[src/rcsp_pkg.sv]
// Shared types and constants for the command stream parser.
// Holds the byte classes, parser phases, event codes and configuration struct.
// No dependencies; every other file refers to it by scoped names.
`timescale 1ns / 1ps

package rcsp_pkg;

  localparam int BYTE_W    = 8;
  localparam int ARG_IDX_W = 10;
  localparam int ARG_CNT_W = 11;
  localparam int LEN_W     = 21;
  localparam int LIMIT_W   = 25;

  // Upper bounds built into the parser, independent of the limit registers.
  localparam int ARG_LIMIT_BOUND    = 1024;
  localparam int COMMAND_SIZE_BOUND = 1048576;
  localparam int DEC_BASE           = 10;

  localparam logic [LEN_W-1:0] LEN_MAX = {LEN_W{1'b1}};

  localparam logic [BYTE_W-1:0] CHR_STAR   = 8'h2A;
  localparam logic [BYTE_W-1:0] CHR_DOLLAR = 8'h24;
  localparam logic [BYTE_W-1:0] CHR_CR     = 8'h0D;
  localparam logic [BYTE_W-1:0] CHR_LF     = 8'h0A;
  localparam logic [BYTE_W-1:0] CHR_ZERO   = 8'h30;
  localparam logic [BYTE_W-1:0] CHR_NINE   = 8'h39;
  localparam logic [BYTE_W-1:0] CHR_NUL    = 8'h00;

  localparam logic [ARG_CNT_W-1:0] RST_MAX_ARGS      = 11'd1024;
  localparam logic [LEN_W-1:0]     RST_MAX_ARG_BYTES = 21'd524288;
  localparam logic [LEN_W-1:0]     RST_MAX_CMD_BYTES = 21'd1048576;

  localparam int QUEUE_DEPTH = 4;
  localparam int QUEUE_PTR_W = $clog2(QUEUE_DEPTH);

  typedef enum logic [1:0] {
    EV_PAYLOAD = 2'd0,
    EV_ARG_END = 2'd1,
    EV_ERROR   = 2'd2
  } event_kind_t;

  typedef enum logic {
    ERR_MALFORMED = 1'b0,
    ERR_TOO_LARGE = 1'b1
  } err_code_t;

  typedef enum logic [1:0] {
    CFG_MAX_ARGS      = 2'd0,
    CFG_MAX_ARG_BYTES = 2'd1,
    CFG_MAX_CMD_BYTES = 2'd2
  } cfg_idx_t;

  typedef enum logic [3:0] {
    PH_WAIT      = 4'd0,
    PH_CNT_FIRST = 4'd1,
    PH_CNT_DIG   = 4'd2,
    PH_CNT_LF    = 4'd3,
    PH_DOLLAR    = 4'd4,
    PH_LEN_FIRST = 4'd5,
    PH_LEN_DIG   = 4'd6,
    PH_LEN_LF    = 4'd7,
    PH_DATA      = 4'd8,
    PH_DATA_CR   = 4'd9,
    PH_DATA_LF   = 4'd10
  } phase_t;

  // One received byte together with its precomputed class flags.
  typedef struct packed {
    logic [BYTE_W-1:0] data;
    logic [3:0]        digit;
    logic              is_digit;
    logic              is_star;
    logic              is_dollar;
    logic              is_cr;
    logic              is_lf;
    logic              is_nul;
  } byte_class_t;

  typedef struct packed {
    logic [ARG_CNT_W-1:0] max_args;
    logic [LEN_W-1:0]     max_arg_bytes;
    logic [LEN_W-1:0]     max_cmd_bytes;
  } cfg_t;

  typedef struct packed {
    event_kind_t          kind;
    logic [BYTE_W-1:0]    payload;
    logic [ARG_IDX_W-1:0] arg_index;
    logic [LEN_W-1:0]     arg_length;
    logic                 done;
    logic [ARG_CNT_W-1:0] arg_total;
    logic [LEN_W-1:0]     consumed;
    err_code_t            err_code;
  } event_t;

endpackage

[src/rcsp_front.sv]
// Front stage: takes raw bytes from the input stream and classifies them.
// Depends on rcsp_pkg for the byte class struct and character constants.
`timescale 1ns / 1ps

module rcsp_front (
  input  logic                       clk,
  input  logic                       rst_n,
  input  logic                       in_valid,
  output logic                       in_ready,
  input  logic [rcsp_pkg::BYTE_W-1:0] in_data,
  output logic                       push,
  output rcsp_pkg::byte_class_t      push_item,
  input  logic                       queue_full
);

  logic                  hold_valid_r;
  rcsp_pkg::byte_class_t hold_item_r;
  rcsp_pkg::byte_class_t cls;
  logic                  take;

  always_comb begin
    cls.data      = in_data;
    cls.digit     = 4'(in_data - rcsp_pkg::CHR_ZERO);
    cls.is_digit  = (in_data >= rcsp_pkg::CHR_ZERO) && (in_data <= rcsp_pkg::CHR_NINE);
    cls.is_star   = (in_data == rcsp_pkg::CHR_STAR);
    cls.is_dollar = (in_data == rcsp_pkg::CHR_DOLLAR);
    cls.is_cr     = (in_data == rcsp_pkg::CHR_CR);
    cls.is_lf     = (in_data == rcsp_pkg::CHR_LF);
    cls.is_nul    = (in_data == rcsp_pkg::CHR_NUL);
  end

  assign push      = hold_valid_r && !queue_full;
  assign push_item = hold_item_r;
  assign in_ready  = !hold_valid_r || !queue_full;
  assign take      = in_valid && in_ready;

  always_ff @(posedge clk) begin
    if (!rst_n) begin
      hold_valid_r <= 1'b0;
    end else if (take) begin
      hold_valid_r <= 1'b1;
    end else if (push) begin
      hold_valid_r <= 1'b0;
    end
  end

  always_ff @(posedge clk) begin
    if (take) begin
      hold_item_r <= cls;
    end
  end

endmodule

[src/rcsp_queue.sv]
// Short first-in first-out queue of classified bytes between front and back.
// Depends on rcsp_pkg for the entry type and the queue depth.
`timescale 1ns / 1ps

module rcsp_queue (
  input  logic                  clk,
  input  logic                  rst_n,
  input  logic                  push,
  input  rcsp_pkg::byte_class_t push_item,
  output logic                  full,
  input  logic                  pop,
  output logic                  pop_valid,
  output rcsp_pkg::byte_class_t pop_item
);

  rcsp_pkg::byte_class_t           slot_r [rcsp_pkg::QUEUE_DEPTH];
  logic [rcsp_pkg::QUEUE_PTR_W-1:0] wr_ptr_r;
  logic [rcsp_pkg::QUEUE_PTR_W-1:0] rd_ptr_r;
  logic [rcsp_pkg::QUEUE_PTR_W:0]   count_r;

  assign full      = (count_r == (rcsp_pkg::QUEUE_PTR_W+1)'(rcsp_pkg::QUEUE_DEPTH));
  assign pop_valid = (count_r != '0);
  assign pop_item  = slot_r[rd_ptr_r];

  always_ff @(posedge clk) begin
    if (!rst_n) begin
      wr_ptr_r <= '0;
      rd_ptr_r <= '0;
      count_r  <= '0;
    end else begin
      if (push) begin
        wr_ptr_r <= wr_ptr_r + 1'b1;
      end
      if (pop) begin
        rd_ptr_r <= rd_ptr_r + 1'b1;
      end
      if (push && !pop) begin
        count_r <= count_r + 1'b1;
      end else if (pop && !push) begin
        count_r <= count_r - 1'b1;
      end
    end
  end

  always_ff @(posedge clk) begin
    if (push) begin
      slot_r[wr_ptr_r] <= push_item;
    end
  end

endmodule

[src/rcsp_back.sv]
// Back stage: the parser state machine and the registered result word.
// Depends on rcsp_pkg for phases, byte classes, events and configuration.
`timescale 1ns / 1ps

module rcsp_back (
  input  logic                  clk,
  input  logic                  rst_n,
  input  rcsp_pkg::cfg_t        cfg,
  input  logic                  q_valid,
  input  rcsp_pkg::byte_class_t q_item,
  output logic                  q_pop,
  output logic                  evt_valid,
  input  logic                  evt_ready,
  output rcsp_pkg::event_t      evt
);

  rcsp_pkg::phase_t                 phase_r, phase_nxt;
  logic [rcsp_pkg::LEN_W-1:0]       acc_r, acc_nxt;
  logic                             ovr_r, ovr_nxt;
  logic [rcsp_pkg::ARG_CNT_W-1:0]   hdr_r, hdr_nxt;
  logic [rcsp_pkg::ARG_IDX_W-1:0]   cur_r, cur_nxt;
  logic [rcsp_pkg::LEN_W-1:0]       rem_r, rem_nxt;
  logic [rcsp_pkg::LEN_W-1:0]       decl_r, decl_nxt;
  logic [rcsp_pkg::LEN_W-1:0]       pos_r, pos_nxt;

  logic                             out_valid_r;
  rcsp_pkg::event_t                 out_evt_r;

  logic [rcsp_pkg::LEN_W-1:0]       pos_inc;
  logic [rcsp_pkg::LIMIT_W-1:0]     acc_sum;
  logic                             acc_ovf;
  logic [rcsp_pkg::LEN_W-1:0]       acc_step;
  logic [rcsp_pkg::LIMIT_W-1:0]     cmd_limit;
  logic [rcsp_pkg::LIMIT_W-1:0]     len_total;
  logic                             cnt_too_large;
  logic                             len_too_large;
  logic                             last_arg;

  logic                             err_hit;
  rcsp_pkg::err_code_t              err_code;
  logic                             emit_payload;
  logic                             emit_end;
  logic                             res_valid;
  rcsp_pkg::event_t                 res_evt;

  assign q_pop     = q_valid && (!out_valid_r || evt_ready);
  assign evt_valid = out_valid_r;
  assign evt       = out_evt_r;

  // Saturating position counter and decimal accumulation (times ten plus digit).
  assign pos_inc  = (pos_r != rcsp_pkg::LEN_MAX) ? pos_r + 1'b1 : pos_r;
  assign acc_sum  = rcsp_pkg::LIMIT_W'(acc_r) * rcsp_pkg::LIMIT_W'(rcsp_pkg::DEC_BASE)
                  + rcsp_pkg::LIMIT_W'(q_item.digit);
  assign acc_ovf  = acc_sum > rcsp_pkg::LIMIT_W'(rcsp_pkg::LEN_MAX);
  assign acc_step = acc_ovf ? rcsp_pkg::LEN_MAX : acc_sum[rcsp_pkg::LEN_W-1:0];

  assign cmd_limit = (rcsp_pkg::LIMIT_W'(cfg.max_cmd_bytes) >
                      rcsp_pkg::LIMIT_W'(rcsp_pkg::COMMAND_SIZE_BOUND))
                   ? rcsp_pkg::LIMIT_W'(rcsp_pkg::COMMAND_SIZE_BOUND)
                   : rcsp_pkg::LIMIT_W'(cfg.max_cmd_bytes);

  assign cnt_too_large = ovr_r || (acc_r == '0)
                      || (acc_r > rcsp_pkg::LEN_W'(cfg.max_args))
                      || (acc_r > rcsp_pkg::LEN_W'(rcsp_pkg::ARG_LIMIT_BOUND))
                      || (rcsp_pkg::LIMIT_W'(pos_inc) > cmd_limit);

  assign len_total = rcsp_pkg::LIMIT_W'(pos_inc) + rcsp_pkg::LIMIT_W'(acc_r)
                   + rcsp_pkg::LIMIT_W'(2);
  assign len_too_large = ovr_r || (acc_r > cfg.max_arg_bytes) || (len_total > cmd_limit);

  assign last_arg = (rcsp_pkg::ARG_CNT_W'(cur_r) + 1'b1) >= hdr_r;

  // Byte check for the current phase.
  always_comb begin
    err_hit      = 1'b0;
    err_code     = rcsp_pkg::ERR_MALFORMED;
    emit_payload = 1'b0;
    emit_end     = 1'b0;
    case (phase_r)
      rcsp_pkg::PH_WAIT: begin
        err_hit = !q_item.is_star;
      end
      rcsp_pkg::PH_CNT_FIRST, rcsp_pkg::PH_LEN_FIRST: begin
        err_hit = !q_item.is_digit;
      end
      rcsp_pkg::PH_CNT_DIG, rcsp_pkg::PH_LEN_DIG: begin
        err_hit = !q_item.is_digit && !q_item.is_cr;
      end
      rcsp_pkg::PH_CNT_LF: begin
        if (!q_item.is_lf) begin
          err_hit = 1'b1;
        end else if (cnt_too_large) begin
          err_hit  = 1'b1;
          err_code = rcsp_pkg::ERR_TOO_LARGE;
        end
      end
      rcsp_pkg::PH_DOLLAR: begin
        err_hit = !q_item.is_dollar;
      end
      rcsp_pkg::PH_LEN_LF: begin
        if (!q_item.is_lf) begin
          err_hit = 1'b1;
        end else if (len_too_large) begin
          err_hit  = 1'b1;
          err_code = rcsp_pkg::ERR_TOO_LARGE;
        end
      end
      rcsp_pkg::PH_DATA: begin
        err_hit      = q_item.is_nul;
        emit_payload = !q_item.is_nul;
      end
      rcsp_pkg::PH_DATA_CR: begin
        err_hit = !q_item.is_cr;
      end
      rcsp_pkg::PH_DATA_LF: begin
        err_hit  = !q_item.is_lf;
        emit_end = q_item.is_lf;
      end
      default: begin
        err_hit = 1'b0;
      end
    endcase
  end

  // Next state of the parser.
  always_comb begin
    phase_nxt = phase_r;
    acc_nxt   = acc_r;
    ovr_nxt   = ovr_r;
    hdr_nxt   = hdr_r;
    cur_nxt   = cur_r;
    rem_nxt   = rem_r;
    decl_nxt  = decl_r;
    pos_nxt   = pos_inc;
    if (err_hit) begin
      phase_nxt = rcsp_pkg::PH_WAIT;
      acc_nxt   = '0;
      ovr_nxt   = 1'b0;
      hdr_nxt   = '0;
      cur_nxt   = '0;
      rem_nxt   = '0;
      decl_nxt  = '0;
      pos_nxt   = '0;
    end else begin
      case (phase_r)
        rcsp_pkg::PH_WAIT: begin
          pos_nxt   = rcsp_pkg::LEN_W'(1);
          acc_nxt   = '0;
          ovr_nxt   = 1'b0;
          phase_nxt = rcsp_pkg::PH_CNT_FIRST;
        end
        rcsp_pkg::PH_CNT_FIRST: begin
          acc_nxt   = acc_step;
          ovr_nxt   = ovr_r | acc_ovf;
          phase_nxt = rcsp_pkg::PH_CNT_DIG;
        end
        rcsp_pkg::PH_LEN_FIRST: begin
          acc_nxt   = acc_step;
          ovr_nxt   = ovr_r | acc_ovf;
          phase_nxt = rcsp_pkg::PH_LEN_DIG;
        end
        rcsp_pkg::PH_CNT_DIG: begin
          if (q_item.is_digit) begin
            acc_nxt = acc_step;
            ovr_nxt = ovr_r | acc_ovf;
          end else begin
            phase_nxt = rcsp_pkg::PH_CNT_LF;
          end
        end
        rcsp_pkg::PH_LEN_DIG: begin
          if (q_item.is_digit) begin
            acc_nxt = acc_step;
            ovr_nxt = ovr_r | acc_ovf;
          end else begin
            phase_nxt = rcsp_pkg::PH_LEN_LF;
          end
        end
        rcsp_pkg::PH_CNT_LF: begin
          hdr_nxt   = acc_r[rcsp_pkg::ARG_CNT_W-1:0];
          cur_nxt   = '0;
          phase_nxt = rcsp_pkg::PH_DOLLAR;
        end
        rcsp_pkg::PH_DOLLAR: begin
          acc_nxt   = '0;
          ovr_nxt   = 1'b0;
          phase_nxt = rcsp_pkg::PH_LEN_FIRST;
        end
        rcsp_pkg::PH_LEN_LF: begin
          decl_nxt  = acc_r;
          rem_nxt   = acc_r;
          phase_nxt = (acc_r != '0) ? rcsp_pkg::PH_DATA : rcsp_pkg::PH_DATA_CR;
        end
        rcsp_pkg::PH_DATA: begin
          rem_nxt = rem_r - 1'b1;
          if (rem_r == rcsp_pkg::LEN_W'(1)) begin
            phase_nxt = rcsp_pkg::PH_DATA_CR;
          end
        end
        rcsp_pkg::PH_DATA_CR: begin
          phase_nxt = rcsp_pkg::PH_DATA_LF;
        end
        rcsp_pkg::PH_DATA_LF: begin
          if (last_arg) begin
            phase_nxt = rcsp_pkg::PH_WAIT;
            acc_nxt   = '0;
            ovr_nxt   = 1'b0;
            hdr_nxt   = '0;
            cur_nxt   = '0;
            rem_nxt   = '0;
            decl_nxt  = '0;
            pos_nxt   = '0;
          end else begin
            cur_nxt   = cur_r + 1'b1;
            decl_nxt  = '0;
            phase_nxt = rcsp_pkg::PH_DOLLAR;
          end
        end
        default: begin
          phase_nxt = rcsp_pkg::PH_WAIT;
          acc_nxt   = '0;
          ovr_nxt   = 1'b0;
          hdr_nxt   = '0;
          cur_nxt   = '0;
          rem_nxt   = '0;
          decl_nxt  = '0;
          pos_nxt   = '0;
        end
      endcase
    end
  end

  // Result word for this byte; fields that do not apply to the event stay zero.
  always_comb begin
    res_valid          = err_hit || emit_payload || emit_end;
    res_evt.kind       = err_hit ? rcsp_pkg::EV_ERROR
                       : (emit_end ? rcsp_pkg::EV_ARG_END : rcsp_pkg::EV_PAYLOAD);
    res_evt.payload    = emit_payload ? q_item.data : '0;
    res_evt.arg_index  = cur_r;
    res_evt.arg_length = emit_end ? decl_r : '0;
    res_evt.done       = emit_end && last_arg;
    res_evt.arg_total  = (emit_end && last_arg) ? hdr_r : '0;
    res_evt.consumed   = (emit_end && last_arg) ? pos_inc : '0;
    res_evt.err_code   = err_hit ? err_code : rcsp_pkg::ERR_MALFORMED;
  end

  always_ff @(posedge clk) begin
    if (!rst_n) begin
      phase_r     <= rcsp_pkg::PH_WAIT;
      acc_r       <= '0;
      ovr_r       <= 1'b0;
      hdr_r       <= '0;
      cur_r       <= '0;
      rem_r       <= '0;
      decl_r      <= '0;
      pos_r       <= '0;
      out_valid_r <= 1'b0;
    end else begin
      if (q_pop) begin
        phase_r <= phase_nxt;
        acc_r   <= acc_nxt;
        ovr_r   <= ovr_nxt;
        hdr_r   <= hdr_nxt;
        cur_r   <= cur_nxt;
        rem_r   <= rem_nxt;
        decl_r  <= decl_nxt;
        pos_r   <= pos_nxt;
      end
      if (q_pop && res_valid) begin
        out_valid_r <= 1'b1;
      end else if (evt_ready) begin
        out_valid_r <= 1'b0;
      end
    end
  end

  always_ff @(posedge clk) begin
    if (q_pop && res_valid) begin
      out_evt_r <= res_evt;
    end
  end

endmodule

[src/resp_command_stream_parser.sv]
// Top level of the command stream parser: limit registers, front, queue and back.
// Depends on rcsp_pkg, rcsp_front, rcsp_queue and rcsp_back.
`timescale 1ns / 1ps

// Channel  | Direction | Word contents
// ---------+-----------+---------------------------------------------------------
// in_      | slave     | tdata: in_byte [7:0]
// out_     | master    | tdata: payload_byte, argument_index, argument_length,
//          |           |        argument_total, consumed_bytes, error_code
//          |           | tuser: event_kind; tlast: command_done
// cfg_     | slave     | cfg_index selects the limit register, cfg_data its value
//
// The parser takes one byte word per clock cycle while in_tready is high and gives
// at most one result word per byte; each byte passes through the classify register,
// which writes the queue, then the parser step loads its result into the output register.
// Reset is synchronous and active low; it returns the parser to waiting for a star
// and loads the default limits.
// A stalled output holds its word; the four-entry queue and then the classify
// register fill, and only then does in_tready drop.
module resp_command_stream_parser (
  input  logic        clk,
  input  logic        rst_n,

  input  logic        in_tvalid,
  output logic        in_tready,
  input  logic [7:0]  in_tdata,   // [7:0] in_byte

  output logic        out_tvalid,
  input  logic        out_tready,
  // [7:0] payload_byte, [17:8] argument_index, [38:18] argument_length,
  // [49:39] argument_total, [70:50] consumed_bytes, [71] error_code
  output logic [71:0] out_tdata,
  output logic [1:0]  out_tuser,  // [1:0] event_kind
  output logic        out_tlast,  // command_done

  input  logic        cfg_valid,
  output logic        cfg_ready,
  input  logic [1:0]  cfg_index,
  input  logic [20:0] cfg_data
);

  rcsp_pkg::cfg_t        cfg_r;
  logic                  push;
  rcsp_pkg::byte_class_t push_item;
  logic                  queue_full;
  logic                  q_valid;
  logic                  q_pop;
  rcsp_pkg::byte_class_t q_item;
  rcsp_pkg::event_t      evt;

  // Limit registers are always writable; writes to an index past the list are dropped.
  assign cfg_ready = 1'b1;

  always_ff @(posedge clk) begin
    if (!rst_n) begin
      cfg_r.max_args      <= rcsp_pkg::RST_MAX_ARGS;
      cfg_r.max_arg_bytes <= rcsp_pkg::RST_MAX_ARG_BYTES;
      cfg_r.max_cmd_bytes <= rcsp_pkg::RST_MAX_CMD_BYTES;
    end else if (cfg_valid) begin
      case (rcsp_pkg::cfg_idx_t'(cfg_index))
        rcsp_pkg::CFG_MAX_ARGS: begin
          cfg_r.max_args <= cfg_data[rcsp_pkg::ARG_CNT_W-1:0];
        end
        rcsp_pkg::CFG_MAX_ARG_BYTES: begin
          cfg_r.max_arg_bytes <= cfg_data;
        end
        rcsp_pkg::CFG_MAX_CMD_BYTES: begin
          cfg_r.max_cmd_bytes <= cfg_data;
        end
        default: begin
          cfg_r <= cfg_r;
        end
      endcase
    end
  end

  // The front classifies each byte so the parser step only tests flags.
  rcsp_front u_front (
    .clk        (clk),
    .rst_n      (rst_n),
    .in_valid   (in_tvalid),
    .in_ready   (in_tready),
    .in_data    (in_tdata),
    .push       (push),
    .push_item  (push_item),
    .queue_full (queue_full)
  );

  rcsp_queue u_queue (
    .clk       (clk),
    .rst_n     (rst_n),
    .push      (push),
    .push_item (push_item),
    .full      (queue_full),
    .pop       (q_pop),
    .pop_valid (q_valid),
    .pop_item  (q_item)
  );

  // The back runs the parser and owns the output register.
  rcsp_back u_back (
    .clk       (clk),
    .rst_n     (rst_n),
    .cfg       (cfg_r),
    .q_valid   (q_valid),
    .q_item    (q_item),
    .q_pop     (q_pop),
    .evt_valid (out_tvalid),
    .evt_ready (out_tready),
    .evt       (evt)
  );

  assign out_tdata = {evt.err_code, evt.consumed, evt.arg_total, evt.arg_length,
                      evt.arg_index, evt.payload};
  assign out_tuser = evt.kind;
  assign out_tlast = evt.done;

endmodule
[config.mk]
export PLATFORM = sky130hd
export DESIGN_NAME = resp_command_stream_parser
export DESIGN_NICKNAME = d
export VERILOG_FILES = /design/src/rcsp_pkg.sv /design/src/rcsp_front.sv /design/src/rcsp_queue.sv /design/src/rcsp_back.sv /design/src/resp_command_stream_parser.sv
export SDC_FILE = /design/constraint.sdc
export NUM_CORES = 1
export LEC_CHECK = 0
export ABC_AREA = 1
export BUFFER_PORTS_ARGS = -buffer_cell sky130_fd_sc_hd__buf_2
export CORE_MARGIN = 10
export CORE_UTILIZATION = 45
export DETAILED_ROUTE_END_ITERATION = 8
export HOLD_SLACK_MARGIN = 0.15
export SKIP_LAST_GASP = 1
export SLEW_MARGIN = 0
export SYNTH_ARGS = -nofsm -noshare
export SYNTH_HDL_FRONTEND = slang
export SYNTH_SLANG_ARGS = --single-unit
[constraint.sdc]
create_clock -name clk -period 6.9 [get_ports clk]
set_input_delay 0.69 -clock clk [delete_from_list [all_inputs] [get_ports clk]]
set_output_delay 0.69 -clock clk [all_outputs]
set_load 0.01 [all_outputs]
==> metrics.yaml, run 1 <==
status:
  status: "completed"
placed_design:
  dpl.cell_count: 3542
  place_ws_ps: -14.7
  gp_congestion: 0.986
  hpwl_um: 47400
  numPortBuffers: 112
critical_path:
  crit_start: "u_back.pos_r[0]"
  r2r_cells: 42
  cpMaxStageDelayCell: "dfxtp_2"
  crit_required_ps: 7220
  cp-endpoint: "u_back.evt[18]"
  critPathLaunchType: "register"
  r2r-start: "u_back.pos_r[0]"
  crit_type: "reg2reg"
  cpPeakStageDelay_ps: 340
  cp_max_fo: 18
  crit_arrival_ps: 6750
  cp_common_cell: "nand2_1"
  critPathCaptureType: "register"
  r2r-end: "u_back.evt[18]"
  rrSetupSlack_ps: 470
synth:
  synth_top_area_share: 0.212
  synth-edff-count: 145
  yosys-top-cells-area: "edfxtp_1 (21%), dfxtp_1 (17%), nand2_1 (13%), ha_1 (9.5%), nor2_1 (8.1%)"
  async_flop_share: 0
  syn_avg_cell_area_um2: 7.17
  yosysTopAreaCell: "edfxtp_1"
  syn-instance-count: 2872
  synth_nets: 3069
  syn_area_mm2: 0.0206
  synth-seq-area-share: 0.381
  ys_ff_latch: 319
  synth_warnings: 0
  dominantRegCellSynth: "dfxtp_1"
  ys_types: 53
global_routing:
  first_global_vias: 17551
  gr-total-overflow: 0
  grt_max_degree: 97
  grt.total_usage: 0.219
  antenna_found_initial: 0
  grt_pass1_wl_um: 95400
layout:
  layout-drive-gt1-share: 0.105
  stdcell_count: 3625
  syn2layout_area_growth_pct: 14.2
  n_antenna_cell: 0
  post-route-util: 0.519
  fin_nets: 3194
sta:
  finalSetupTns_ps: 0
  fmax_mhz: 156
  slew_headroom: 0.178
  min_period_over_period: 0.932
  fin_skew_ps: 31.3
  hold_viol: 0
  worst_pin_slew_ps: 1230
  period_minus_slack_ps: 6430
  maxSlewViolCount: 0
  setup_viol: 0
  setup_ws_ps: 470
power:
  p_leak_nw: 10.7
  cellPowerDensity_mw_per_mm2: 417
  power_mw: 9.81
  ir_worst_vdd_mv: 0.226
detailed_routing:
  drt_first_pass_iters: 6
  wire_per_inst_um: 17.1
  ant_nets: 0
  viasPerCell: 5.23
  drt_wl_total_um: 62100
  vias: 18972
  initialDrtViolationCount: 1751
  drc: 0
min_path:
  worstHoldPathType: "in2reg"
clock_network:
  cts_max_path_buffers: 3
  cts.sink_count: 319
  clkTransAtPathRegs_ps: 60
  htreeDepth: 2
  cts_tree: "yes"
  numCtsBuffers: 36
  clock_latency_ps: 580
  root_buffer: "clkbuf_16"
die:
  rows: 78
  die_h_um: 234
  dieArea_mm2: 0.0547
  ios: 114
  die_w_um: 234
  start_util: 0.455
  core-area_mm2: 0.0453
run:
  drv_cap: 0
## worst max-delay path, delay by kind of cell, from the launching register on
| kind | cells | cell delay, ps |
|---|---|---|
| adder cells (fa/ha/maj) | 3 | 860 |
| buffers and inverters | 8 | 870 |
| AND/OR/NAND/NOR | 28 | 3430 |
| AO/OA/AOI/OAI | 2 | 390 |
| XOR/XNOR | 1 | 250 |
| flip-flops | 1 | 340 |
## logic make-up after synthesis
logic type	Yosys count	share of synthesized area
buffers and inverters	482	0.0945
XOR/XNOR	63	0.0272
adder cells (fa/ha/maj)	161	0.0993
other	1	0.000182
AND/OR/NAND/NOR	1519	0.313
AO/OA/AOI/OAI	327	0.0855
flip-flops	319	0.381
## worst min path at each step
stage                          from                     to  depth (start not counted)
floorplan           u_back.cur_r[8]         u_back.evt[63]                          0
global placement    u_back.cur_r[8]         u_back.evt[63]                          0
detailed placement  u_back.cur_r[8]         u_back.evt[63]                          0
CTS                     in_tdata[7]  u_front.push_item[17]                          1
global route            in_tdata[6]  u_front.push_item[16]                          1
finish                  in_tdata[7]  u_front.push_item[17]                          1
## cell usage in the layout, fill, tap and decap left out, types with 11 or more instances in the layout
cell / instances
ha_1: 152
o21ai_0: 111
o22ai_1: 16
nand3_1: 174
nand4_1: 70
a21oi_1: 161
nand2_1: 685
nand2_2: 22
nor3_1: 57
xnor2_1: 19
xor2_1: 43
nor4_1: 20
buf_4: 52
buf_2: 111
nor2_2: 11
dfxtp_1: 172
edfxtp_1: 145
nor2_1: 441
inv_1: 376
inv_2: 13
clkbuf_16: 39
## routing by layer
layer / up-vias / GRT usage / share of wire
met5: - / 0 / 0
met4: 0 / 0.0706 / 0.029
met3: 95 / 0.0373 / 0.064
met2: 468 / 0.356 / 0.46
met1: 8789 / 0.292 / 0.45
li1: 9620 / - / -
## cells in the mapped netlist, types with 8 or more instances
cell,count
a21oi_1,163
buf_2,10
buf_4,13
buf_6,10
clkbuf_1,49
dfxtp_1,174
edfxtp_1,145
ha_1,157
inv_1,377
inv_2,13
nand2_1,693
nand2_2,14
nand3_1,176
nand3_2,8
nand3b_1,9
nand4_1,70
nor2_1,446
nor2_2,8
nor3_1,62
nor4_1,20
o21ai_0,111
o22ai_1,16
xnor2_1,19
xor2_1,43
## registers in the layout, summed over array words and instances (netlist names), named ones only
signal and flops:
u_back.evt 75, u_queue.slot_r 56, cfg_r 53, u_back.acc_r 21
u_back.decl_r 21, u_back.pos_r 21, u_back.rem_r 21, u_front.push_item 14
u_back.hdr_r 11, u_back.cur_r 10, u_back.phase_r 4, u_queue.count_r 3
u_queue.rd_ptr_r 2, u_queue.wr_ptr_r 2, u_back.evt_valid 1, u_back.ovr_r 1
u_front.hold_valid_r 1
## cell type report
type	count	area [µm²]
fill	4458	21800
multi-input combinational	2071	11000
sequential	319	7840
inverter	395	1490
timing repair buffer	174	1170
clock buffer	45	985
tap	600	751
clock inverter	21	292
## per-stage QoR
step | hold slack [ps] | instance area (µm²)
floorplan | 408 | 20600
global placement | 417 | 21800
detailed placement | 445 | 21800
CTS | 298 | 23100
global route | 309 | 23500
finish | 321 | 23500
## power by group
part           switching, mW  leakage [nW]  internal, mW  total (mW)
Sequential             0.243          2.80          2.52        2.76
Clock                  0.819         0.615          1.25        2.07
Combinational           3.30          7.29          1.68        4.98
## repair_timing
action / 4_1_cts / 5_1_grt
hold endpoints to repair: 0 / 0
cloned: 0 / 4
endpoints found under the setup margin: 71 / 188
buffers inserted: 0 / 13
pin swaps: 0 / 11
gates resized for setup: 2 / 45
hold buffers: 0 / 0
(Power assumes the default switching activity.)
==> run 2: changes to the inputs <==
Settings changed: GPL_TIMING_DRIVEN set to 0.
==> run 2 against run 1 <==
Compared with the run above:
- non-clock buffer count rose by 88
- combinational power rose by 4%
- die area did not move
- power rose by 2.2%
- sequential share of layout area fell by 1.5 points
- critical path depth rose by 1
- worst setup slack got worse by 270 ps
- critical endpoint is now u_back.evt[22]
==> metrics.yaml, run 2 (synthesized netlist as in run 1, its figures left out) <==
clock_network:
  cts_hold_buffers: 0
  htreeDepth: 2
  cts_max_path_buffers: 3
  root_buffer: "clkbuf_16"
  clkTransAtPathRegs_ps: 60
  clock_latency_ps: 560
  numCtsBuffers: 37
  cts.sink_count: 319
  cts_tree: "yes"
critical_path:
  cpMaxStageDelayCell: "dfxtp_2"
  crit_required_ps: 7210
  cp_common_cell: "nand2_1"
  r2r-start: "u_back.pos_r[11]"
  cpPeakStageDelay_ps: 400
  critPathBufInv: 11
  rrSetupSlack_ps: 200
  r2r-end: "u_back.evt[22]"
  crit_type: "reg2reg"
  crit_arrival_ps: 7010
  critPathCaptureType: "register"
  r2r_cells: 43
  cp_max_fo: 11
  critPathLaunchType: "register"
  cp_top_family: "simple AND/OR/NAND/NOR gates"
min_path:
  min_to: "u_front.push_item[16]"
  min_from: "in_tdata[6]"
  whs_path_depth: 1
  worstHoldPathType: "in2reg"
placed_design:
  hpwl_um: 47500
  dpl.cell_count: 3587
  gp_congestion: 0.948
  place_ws_ps: -1580
  numPortBuffers: 112
detailed_routing:
  drc: 0
  vias: 19471
  drt_wl_total_um: 63800
  viasPerCell: 5.24
  initialDrtViolationCount: 1625
  ant_nets: 0
  drt_first_pass_iters: 8
  wire_per_inst_um: 17.2
die:
  rows: 78
  die_w_um: 234
  dieArea_mm2: 0.0547
  die_h_um: 234
  ios: 114
  core-area_mm2: 0.0453
  start_util: 0.455
sta:
  setup_ws_ps: 202
  setup_viol: 0
  worst_pin_slew_ps: 1090
  fin_skew_ps: 16.4
  period_minus_slack_ps: 6700
  maxSlewViolCount: 0
  hold_viol: 0
  slew_headroom: 0.270
  min_period_over_period: 0.971
  fmax_mhz: 149
layout:
  n_antenna_cell: 0
  fin_nets: 3284
  layout-drive-gt1-share: 0.148
  fillers: 4338
  syn2layout_area_growth_pct: 19.6
  largest_register_ffs: 75
  stdcell_count: 3715
  final_common_cell: "nand2_1"
  final_cell_mix: "nand2_1 (654), nor2_1 (428), inv_1 (364)"
global_routing:
  gr-total-overflow: 0
  antenna_found_initial: 0
  first_global_vias: 18252
  grt.total_usage: 0.224
  grt_max_degree: 44
  grt_pass1_wl_um: 97500
status:
  status: "completed"
run:
  drv_cap: 0
power:
  ir_worst_vdd_mv: 0.285
  cellPowerDensity_mw_per_mm2: 407
  p_leak_nw: 11.0
-- run 2: what timing repair did --
item                       in CTS  in global routing
gates resized for setup        59                148
pin swaps                      12                 51
cloned                          1                  3
setup endpoints to repair     185                188
setup buffers                  17                 40
-- run 2: final cells by class --
| cell class | instances | area [µm²] | area share |
|---|---|---|---|
| Timing Repair inverter | 1 | 7.51 | 0.000305 |
| Multi-Input combinational cell | 2071 | 11700 | 0.475 |
| Buffer | 87 | 477 | 0.0194 |
| Inverter | 395 | 1490 | 0.0605 |
| Clock inverter | 14 | 211 | 0.00859 |
| Timing Repair Buffer | 175 | 1110 | 0.0450 |
| Tap cell | 600 | 751 | 0.0305 |
| Sequential cell | 319 | 7850 | 0.319 |
| Clock buffer | 53 | 1030 | 0.0417 |
-- run 2: worst max-delay path by stage --
stage	cells past startpoint	start	end
after floorplan	41	u_back.pos_r[0]	u_back.evt[0]
after global placement	41	u_back.pos_r[0]	u_back.evt[13]
after detailed placement	42	u_back.pos_r[0]	u_back.evt[7]
after CTS	43	u_back.pos_r[1]	u_back.evt[7]
after global routing	43	u_back.pos_r[11]	u_back.evt[22]
final	43	u_back.pos_r[11]	u_back.evt[22]
-- run 2: worst reg2reg max path: cells and delay by family (launching register included) --
family	cells	cell delay (ps)
adder cells (fa/ha/maj)	3	720
buffers and inverters	11	1340
XOR/XNOR	1	140
AO/OA/AOI/OAI	2	370
AND/OR/NAND/NOR	26	3500
flip-flops	1	400
-- run 2: routing by layer --
metal / global-route usage / share of wire
met3: 0.0417 / 0.067
met1: 0.280 / 0.42
met5: 0 / 0
met4: 0.0978 / 0.044
met2: 0.373 / 0.47
-- run 2: metrics by stage --
step | area [µm²] | TNS [ps] | util | hold slack [ps] | total power [mW]
finish | 24600 | 0 | 0.544 | 328 | 10.0
global route | 24600 | -9630 | 0.544 | 322 | 10.8
CTS | 23700 | 0 | 0.523 | 298 | 9.75
detailed placement | 21900 | -129770 | 0.485 | 429 | 7.62
global placement | 21900 | -171780 | 0.484 | 419 | 7.52
floorplan | 20600 | 0 | - | 408 | 6.18
-- run 2: report_power, final --
group | leakage [nW] | internal [mW] | switching [mW]
combinational | 7.63 | 1.88 | 3.30
clock | 0.592 | 1.17 | 0.815
sequential | 2.81 | 2.52 | 0.349
==> run 3: changes to the inputs <==
Settings changed: ABC_AREA 1 to not set, PLACE_DENSITY set to 0.71.
==> run 3 against run 2 <==
Compared with the run above:
- sequential power fell by 2%
- clock skew rose by 5.6 ps
- routed wire length fell by 4.2%
- critical path type unchanged
- count of clock-buffer cells in the layout fell by 7
- highest routed layer is now met5
- flip-flop and latch count did not move
- global-route usage rose by 0.41 points
==> metrics.yaml, run 3 <==
layout:
  layout-drive-gt1-share: 0.194
  fin_nets: 2480
  final_cell_mix: "nand2_1 (251), dfxtp_1 (168), nor2_1 (157), a21oi_1 (157), ha_1 (146)"
  post-route-util: 0.558
  fillers: 3641
  syn2layout_area_growth_pct: 22.7
  largest_register_ffs: 75
  multi_input_area_mm2: 0.0114
  regArea_mm2: 0.00785
  final_common_cell: "nand2_1"
sta:
  min_period_over_period: 0.993
  hold_viol: 0
  grt_setup_unrepaired: "yes"
  worst_pin_slew_ps: 1320
  fin_skew_ps: 22.0
  maxSlewViolCount: 0
  fmax_mhz: 146
  period_minus_slack_ps: 6850
  slew_headroom: 0.113
  setup_viol: 0
detailed_routing:
  drc: 0
  vias: 17135
  ant_nets: 0
  drt_wl_total_um: 61100
  initialDrtViolationCount: 1403
  viasPerCell: 6.01
  drt_first_pass_iters: 6
  wire_per_inst_um: 21.4
synth:
  async_flop_share: 0
  ys_types: 98
  synth-seq-area-share: 0.411
  yosysMostFrequentCell: "nand2_1"
  syn_area_mm2: 0.0191
  synth-edff-count: 145
  dominantRegCellSynth: "dfxtp_1"
  ys_ff_latch: 319
  syn_avg_cell_area_um2: 9.25
  yosys-top-cells-area: "edfxtp_1 (23%), dfxtp_1 (18%), ha_1 (10%), nand2_1 (5.1%), a21oi_1 (4.5%)"
  synth_commonest_cells: "nand2_1 (258), dfxtp_1 (174), a21oi_1 (170)"
  synth_warnings: 0
  synth_nets: 2259
  synth_top_area_share: 0.228
  yosysTopAreaCell: "edfxtp_1"
  syn-instance-count: 2062
die:
  rows: 75
  die_h_um: 226
  start_util: 0.455
  core-area_mm2: 0.0419
  ios: 114
  dieArea_mm2: 0.0510
  die_w_um: 226
placed_design:
  hpwl_um: 43200
  gp_congestion: 0.950
  numPortBuffers: 111
critical_path:
  crit_required_ps: 7210
  cpMaxStageDelayCell: "a211o_4"
  crit_type: "reg2reg"
  cp_max_fo: 11
  r2r-end: "u_back.evt[35]"
  r2r_cells: 33
  crit_start: "u_back.pos_r[0]"
  rrSetupSlack_ps: 50
  critPathLaunchType: "register"
  crit_arrival_ps: 7160
  cp_common_cell: "nand4_1"
  r2r-start: "u_back.pos_r[0]"
  critPathCaptureType: "register"
  cpPeakStageDelay_ps: 380
status:
  status: "completed"
power:
  ir_worst_vdd_mv: 0.277
  p_leak_nw: 9.05
  cellPowerDensity_mw_per_mm2: 414
  power_mw: 9.69
global_routing:
  gr-total-overflow: 0
  antenna_found_initial: 3
  first_global_vias: 16396
  grt.total_usage: 0.228
  grt_pass1_wl_um: 92000
  grt_max_degree: 24
clock_network:
  htreeDepth: 2
  cts_tree: "yes"
  cts.sink_count: 319
  cts_max_path_buffers: 3
  numCtsBuffers: 35
  clock_latency_ps: 560
  root_buffer: "clkbuf_16"
  clkTransAtPathRegs_ps: 60
  cts_hold_buffers: 0
min_path:
  min_to: "u_front.push_item[14]"
  worstHoldPathType: "in2reg"
  whs_path_depth: 1
  min_from: "in_tdata[4]"
run:
  drv_cap: 0
[run 3: changes by cell type after synthesis, sizes merged, moves of 44 or more]
cell / delta
nand2: -450
inv: -298
nor2: -289
nand3: -129
and2: +47
nand4: -46
o21ai: -44
[run 3: power by group]
group / internal (mW) / leakage [nW] / total, mW / switching (mW)
registers: 2.38 / 2.79 / 2.81 / 0.421
clock network: 1.28 / 0.625 / 2.07 / 0.785
logic: 1.96 / 5.64 / 4.82 / 2.86
[run 3: worst max path at each step]
| stage | slack [ps] | depth (start not counted) | end |
|---|---|---|---|
| finish | 50 | 33 | u_back.evt[35] |
| global route | -230 | 34 | u_back.pos_r[18] |
| CTS | -50 | 36 | u_back.evt[1] |
| detailed placement | -1490 | 32 | u_back.evt[48] |
| global placement | -1990 | 33 | u_back.evt[52] |
| floorplan | -320 | 34 | u_back.evt[0] |
[run 3: cell families (layout without fill, tap and decap cells)]
kind of cell,Yosys count,in the layout,synth area share
AOI/OAI and AO/OA,519,519,0.186
xor gates and xnor gates,80,80,0.0367
adders and majority gates,161,161,0.107
buffers and inverters,187,435,0.0392
DFF,319,319,0.411
muxes,28,28,0.0233
other,1,2,0.000197
and+or+nand+nor,767,767,0.196
[run 3: cell type report]
| class | count | area share |
|---|---|---|
| diodes | 1 | 0.000107 |
| plain buffers | 89 | 0.0186 |
| clock buffers | 46 | 0.0424 |
| clock inverters | 18 | 0.0121 |
| inverters | 94 | 0.0156 |
| multi-input cells | 1556 | 0.489 |
| flip-flops and latches | 319 | 0.336 |
| well taps | 539 | 0.0288 |
| repair buffers | 187 | 0.0573 |
| repair inverters | 1 | 0.000321 |
[run 3: layer usage]
metal	routed length [µm]	vias up	GRT usage
met5	35	-	0
met4	2380	6	0.0882
met3	5100	165	0.0466
met2	28200	695	0.372
met1	25400	8187	0.292
li1	-	8082	-
[run 3: what timing repair did]
item,4_1_cts,5_1_grt
gates resized for setup,73,138
setup endpoints to repair,188,188
setup buffers,39,29
gates cloned,2,9
pin swaps,31,62
hold endpoints to repair,0,0
[run 3: metrics by stage]
stage	TNS [ps]	setup slack (ps)	hold slack, ps	std cells	area [µm²]
finish	0	49.2	342	2850	23400
global route	-25510	-234	326	2849	23400
CTS	-1490	-47.7	320	2816	22500
detailed placement	-157410	-1490	447	2713	20500
global placement	-191660	-1990	443	2712	20500
floorplan	-24240	-323	430	2062	19200
[run 3: worst max-delay path, delay by kind of cell, from the launching register on]
kind,cells,cell delay (ps)
mux,1,290
simple gates,14,2630
compound gates,6,1340
buf+inv,8,1050
xor+xnor,1,180
fa+ha+maj,3,730
flops,1,370
